<file path="config.mk">
export PLATFORM = sky130hd
export DESIGN_NAME = lphc_ctrl
export DESIGN_NICKNAME = d
export VERILOG_FILES = /design/src/rtl/lphc_pkg.sv /design/src/rtl/lphc_ctrl.sv
export SDC_FILE = /design/constraint.sdc
export NUM_CORES = 1
export LEC_CHECK = 0
export BUFFER_PORTS_ARGS = -buffer_cell sky130_fd_sc_hd__buf_2
export CAP_MARGIN = 20
export CORE_AREA = 3 3 40 42
export DETAILED_ROUTE_END_ITERATION = 8
export DIE_AREA = 0 0 43 45
export PLACE_DENSITY = 0.69
export SLEW_MARGIN = 20
export SYNTH_ARGS = -nofsm -noshare
export SYNTH_HDL_FRONTEND = slang
export SYNTH_SLANG_ARGS = --single-unit
</file>
<file path="constraint.sdc">
create_clock -name clk_i -period 1.6 [get_ports clk_i]
set_input_delay 0.32 -clock clk_i [delete_from_list [all_inputs] [get_ports clk_i]]
set_output_delay 0.32 -clock clk_i [all_outputs]
set_load 0.01 [all_outputs]
</file>
<file path="src/rtl/lphc_pkg.sv">
// Shared constants, payload types and controller/datapath interface types.
package lphc_pkg;

  // Table geometry
  localparam int unsigned SLOTS      = 4096;
  localparam int unsigned IDX_W      = $clog2(SLOTS);
  localparam bit          SLOTS_POW2 = ((SLOTS & (SLOTS - 1)) == 0);

  // Key mix
  localparam int unsigned HASH_W    = 32;
  localparam int unsigned MOD_CNT_W = $clog2(HASH_W);
  localparam int unsigned SHIFT_A   = 13;
  localparam int unsigned SHIFT_B   = 15;
  localparam logic [HASH_W-1:0] MIX_MUL = 32'h5bd1e995;

  // Operation codes
  localparam logic [1:0] OP_LOOKUP = 2'd0;
  localparam logic [1:0] OP_INSERT = 2'd1;
  localparam logic [1:0] OP_CLEAR  = 2'd2;

  typedef struct packed {
    logic [1:0]  op;
    logic [63:0] key;
    logic [63:0] value_in;
  } in_t;

  typedef struct packed {
    logic        hit;
    logic [63:0] value_out;
    logic        stored;
  } out_t;

  // Controller to datapath
  typedef struct packed {
    logic load_item;
    logic hash1_en;
    logic mul_en;
    logic mix_en;
    logic mod_step;
    logic probe_start;
    logic sweep_start;
    logic adv;
    logic wr_en;
    logic wr_clr;
    logic pend_set;
    logic pend_hit;
    logic pend_stored;
    logic out_load;
  } cmd_t;

  // Datapath to controller
  typedef struct packed {
    logic [1:0] op;
    logic       key_empty;
    logic       key_match;
    logic       probe_last;
    logic       mod_last;
    logic       sweep_last;
  } status_t;

endpackage

</file>
<file path="src/rtl/lphc_ctrl.sv">
// Controller: sequences decode, key mix, reduction, probing, sweeps and the result handoff.
module lphc_ctrl (
  input  logic              clk_i,
  input  logic              rst_ni,
  input  logic              in_valid_i,
  output logic              in_ready_o,
  output logic              out_valid_o,
  input  logic              out_ready_i,
  input  lphc_pkg::status_t status_i,
  output lphc_pkg::cmd_t    cmd_o
);
  import lphc_pkg::*;

  typedef enum logic [3:0] {
    ST_BOOT,
    ST_IDLE,
    ST_DECODE,
    ST_MUL,
    ST_MIX,
    ST_MOD,
    ST_START,
    ST_PROBE,
    ST_SWEEP,
    ST_RESP
  } state_e;

  state_e state_q, state_d;
  logic   out_valid_q, out_valid_d;
  logic   out_free;

  assign out_free = ~out_valid_q | out_ready_i;

  // Next state and commands
  always_comb begin
    state_d    = state_q;
    cmd_o      = '0;
    in_ready_o = 1'b0;
    case (state_q)
      ST_BOOT: begin
        cmd_o.wr_en  = 1'b1;
        cmd_o.wr_clr = 1'b1;
        cmd_o.adv    = 1'b1;
        if (status_i.sweep_last) begin
          state_d = ST_IDLE;
        end
      end
      ST_IDLE: begin
        in_ready_o = 1'b1;
        if (in_valid_i) begin
          cmd_o.load_item = 1'b1;
          state_d         = ST_DECODE;
        end
      end
      ST_DECODE: begin
        case (status_i.op)
          OP_LOOKUP, OP_INSERT: begin
            cmd_o.hash1_en = 1'b1;
            state_d        = ST_MUL;
          end
          OP_CLEAR: begin
            cmd_o.sweep_start = 1'b1;
            cmd_o.pend_set    = 1'b1;
            state_d           = ST_SWEEP;
          end
          default: begin
            cmd_o.pend_set = 1'b1;
            state_d        = ST_RESP;
          end
        endcase
      end
      ST_MUL: begin
        cmd_o.mul_en = 1'b1;
        state_d      = ST_MIX;
      end
      ST_MIX: begin
        cmd_o.mix_en = 1'b1;
        state_d      = SLOTS_POW2 ? ST_START : ST_MOD;
      end
      ST_MOD: begin
        cmd_o.mod_step = 1'b1;
        if (status_i.mod_last) begin
          state_d = ST_START;
        end
      end
      ST_START: begin
        cmd_o.probe_start = 1'b1;
        state_d           = ST_PROBE;
      end
      ST_PROBE: begin
        if (status_i.key_empty) begin
          // Empty slot ends both searches; an insert claims it
          cmd_o.pend_set    = 1'b1;
          cmd_o.wr_en       = (status_i.op == OP_INSERT);
          cmd_o.pend_stored = (status_i.op == OP_INSERT);
          state_d           = ST_RESP;
        end else if ((status_i.op == OP_LOOKUP) && status_i.key_match) begin
          cmd_o.pend_set = 1'b1;
          cmd_o.pend_hit = 1'b1;
          state_d        = ST_RESP;
        end else if (status_i.probe_last) begin
          // Whole table probed: miss or table full
          cmd_o.pend_set = 1'b1;
          state_d        = ST_RESP;
        end else begin
          cmd_o.adv = 1'b1;
        end
      end
      ST_SWEEP: begin
        cmd_o.wr_en  = 1'b1;
        cmd_o.wr_clr = 1'b1;
        cmd_o.adv    = 1'b1;
        if (status_i.sweep_last) begin
          state_d = ST_RESP;
        end
      end
      ST_RESP: begin
        if (out_free) begin
          cmd_o.out_load = 1'b1;
          state_d        = ST_IDLE;
        end
      end
      default: begin
        state_d = ST_IDLE;
      end
    endcase
  end

  // Output valid: set on load, drop when taken
  always_comb begin
    out_valid_d = out_valid_q;
    if (cmd_o.out_load) begin
      out_valid_d = 1'b1;
    end else if (out_ready_i) begin
      out_valid_d = 1'b0;
    end
  end

  always_ff @(posedge clk_i or negedge rst_ni) begin
    if (!rst_ni) begin
      state_q     <= ST_BOOT;
      out_valid_q <= 1'b0;
    end else begin
      state_q     <= state_d;
      out_valid_q <= out_valid_d;
    end
  end

  assign out_valid_o = out_valid_q;

endmodule
</file>
# After elaboration in Yosys (flattened, before gate mapping)
# Cells that the tools add are included.
# totals
register_bits,5
inputBits,11
output_inout_bits,16
wordCells,67
# classes
eq_ne,17
n_mux,39
bitwise_logic,2
reduce_logical,7
# ops
cell,count
$pmux W4 S10,1
$mux W4,8
$mux W1,26
$eq A4 B3 Y1 const B,4
$ne A2 B2 Y1 const B,5
$eq A4 B2 Y1 const B,2
$eq A4 B4 Y1 const B,2
$pmux W4 S2,1
$reduce_and A6 Y1,1
$eq A4 B1 Y1 const B,1
$logic_not A4 Y1,1
$ne A4 B4 Y1 const B,1
$pmux W2 S2,1
$reduce_or A2 Y1,2
$eq A2 B1 Y1 const B,1
$eq A2 B2 Y1 const B,1
$logic_not A2 Y1,1
$mux W2,1
$pmux W1 S2,1
$reduce_bool A2 Y1,1
$logic_and A1 B1 Y1,1
$not A1 Y1,1
$or A1 B1 Y1,1

# Logic depth before layout (Yosys ltp)
# logic_depth
word_depth,5
ltp_mapped,4
mapped_depth_nobuf,4

# Least setup slack after synthesis
# Ideal clock, no wire load.
# synth_path
path_type,reg2out
start,reg state_q[3]
end,out cmd_o[5] in the netlist's numbering
arrival_ps,1200
t_required_ps,1280
setup_slack_ps,80
path_stages_with_launch,5
path_buffers,1
cell_sequence,dfrtp_1 -> buf_2 -> nand4b_2 -> nor3_2 -> or2_1
# synth_rtl
element,line,text
from (decl),lphc_ctrl.sv:27,"state_e state_q, state_d;"
from (signal assigned),lphc_ctrl.sv:143,state_q <= state_d;
to (decl),lphc_ctrl.sv:10,output lphc_pkg::cmd_t cmd_o

==> impl_metrics.yaml <==
critical_path:
  crit_family: "simple AND/OR/NAND/NOR gates"
  worstSetupStartpointType: "register"
  crit_type: "reg -> out"
  rrSetupSlack_ps: 60
  crit_path_end_kind: "output port"
  cp_cell_sequence: "or2_4 -> or3_4 -> o22ai_2 -> buf_2"
  cp_max_fo: 3
  required_ps: 1280
  cp_slowest_cell: "dfrtp_1"
  cp_slowest_stage_delay_ps: 370
  cp_data_arrival_time_ps: 1490
  path_buf_inv: 1
cells_and_area:
  final_cell_area_um2: 842.1
  nNetsFinal: 115
  post-route-util_pct: 65.53
  layout_commonest_cell: "buf_2"
  drive_gt1_share_pct: 59.22
  multi_input_area_um2: 377.9
  register_area_um2: 126.4
  final_cell_mix: "buf_2, buf_4, nand2_1"
  nFillCells: 116
  area_growth_pct: 75.72
  diodes: 0
outcome:
  status: "finished, violations left"
  failed_checks: "setup timing"
synth:
  synthesis.nets: 73
  netlist_instances: 62
  ys_ff_latch: 5
  yosysUniqueCellTypes: 28
  yosys-top-cells-area: "dfrtp_1, nor2_1, nor3_1, nand2_1, nor3_2"
  synth_area_um2: 479.2
  yosys_warnings: 0
  seq_area_frac_synth_pct: 26.11
  synth_top_area_share_pct: 26.11
  syn_area_per_cell_um2: 7.729
  synth.largest_area_cell: "dfrtp_1"
global_routing:
  grtUsageTotal_pct: 15.05
  grt.busiest_layer: "met2"
  use_met3_pct: 3.586
  grt_pass1_vias: 540
  grt_overflow: 0
  use_met1_pct: 15.85
  grt.met2_usage_pct: 28.44
  grt_antenna_before_repair: 0
  grt_max_degree: 14
  grt_pass1_wl_um: 2221
drt:
  firstDrtPassIters: 4
  viasPerCell: 5.263
  finalWirelength_um: 1527
  dr_total_vias: 621
  drtIter0Drc: 15
  antenna_left: 0
  drt-wirelength-per-cell_um: 12.94
  drc: 0
worst_hold_path:
  hp-class: "in -> reg"
power:
  peakVddDrop_v: 0.001114
  powerDensity_nw_per_um2: 2031
  leakage_nw: 0.4390
  power.total_mw: 1.710
placed_design:
  io_buffer_count: 26
  place.gp.congestion: 0.8674
  placed_area_um2: 644.4
  hpwl_um: 1066
die:
  std_cell_rows: 13
  die-area_um2: 1935
  core_um2: 1285
  ios: 27
  die_h_um: 45
  die_x_um: 43
  start_util_pct: 37.29
timing:
  finalHoldViolations: 0
  layout_min_cycle_time_ps: 1810
  finalSetupViolations: 9
  max_freq_mhz: 552.5
  drv_slew: 0
  period_share_pct: 113.1
  worstMarginPinSlew_ps: 225.5
  rsz0062_at_grt: "yes"
  fin_skew_ps: 1.408
  slew_headroom_pct: 84.83
  layout_setup_ws_ps: -209.9
  hold_ws_ps: 368.6
clocking:
  clock_path_buffers: 2
  clock-sinks: 5
  clk_pin_slew_ps: 40
  cts-root-buf: "clkbuf_4"
  cts_tree: "yes"
  h-tree-depth: 1
  insertion_delay_ps: 240
  numCtsBuffers: 3
flow_run:
  drv_cap: 0
worst register-to-register path: stages, from the launching register on:
cell and delay, ps:
dfrtp_1 370, buf_4 140, buf_8 130, buf_4 140, nor2b_1 120, a221o_1 320
o32a_1 190
stage by stage:
step / cells / setup TNS [ps] / setup slack, ps
2_1_floorplan: 62 / 0 / 80.24
3_3_place_gp: 105 / 0 / 52.48
3_5_place_dp: 105 / 0 / 30.82
4_1_cts: 111 / -830.3 / -224.9
5_1_grt: 118 / -1868 / -296.9
6_report: 118 / -901.5 / -209.9
synthesized netlist by cell type:
master and number:
nor2_1 7, nand2_1 6, dfrtp_1 5, nor3_1 5
inv_1 3, nand2b_1 3, nor2b_1 3, a21oi_1 2
a31oi_1 2, and3_1 2, buf_2 2, buf_4 2
nor3_2 2, nor4_1 2, o22ai_1 2, or2_1 2
a221o_1 1, buf_6 1, mux2i_1 1, nand3_1 1
nand3b_1 1, nand4b_2 1, o21a_1 1, o21ai_0 1
o22ai_2 1, o32a_1 1, or2_4 1, or3_4 1
timing repair:
item,in CTS,in global routing
setup endpoints to repair,11,15
resized for setup,7,15
buffers inserted,1,7
endpoints found under the hold margin,5,0
hold buffers,1,0
pin swaps,0,3
metal layers:
layer	vias to the layer above	share of wire (%)
li1	304	-
met1	299	38
met2	18	56
met3	0	5.8
met4	0	0
met5	-	0
cell families (layout without fill, tap and decap cells):
family / after synthesis / in the layout / synth area share [%]
simple gates: 37 / 37 / 45.17
compound gates: 11 / 11 / 16.71
buf+inv: 8 / 49 / 9.921
flops: 5 / 5 / 26.11
mux: 1 / 1 / 2.089
state kept, by name, indices dropped and copies added, names as in the netlist:
signal / count
out_valid_o: 1
state_q: 4
final cells by class:
type                    count  area share (%)
clock buffers               4           3.120
inverters                   3           1.337
multi-input cells          49           44.87
flip-flops and latches      5           15.01
well taps                  15           2.229
repair buffers             42           33.43
path summary, 6_finish.rpt:
kind                              from     endpoint  cells past startpoint
min in group asynchronous       rst_ni  out_valid_o                      2
hold / removal             status_i[0]   state_q[0]                      2
max in group asynchronous       rst_ni   state_q[1]                      2
setup / recovery            state_q[2]     cmd_o[3]                      4
hold reg to reg            out_valid_o  out_valid_o                      2
setup reg to reg            state_q[2]   state_q[0]                      6
power breakdown:
part	leakage (nW)	internal (mW)	total [mW]	switching (mW)
registers	0.0618	0.192	0.256	0.0642
clock network	0.0150	0.0940	0.142	0.0479
logic	0.362	0.685	1.31	0.627
No activity file was read; power rests on OpenSTA's default activity.
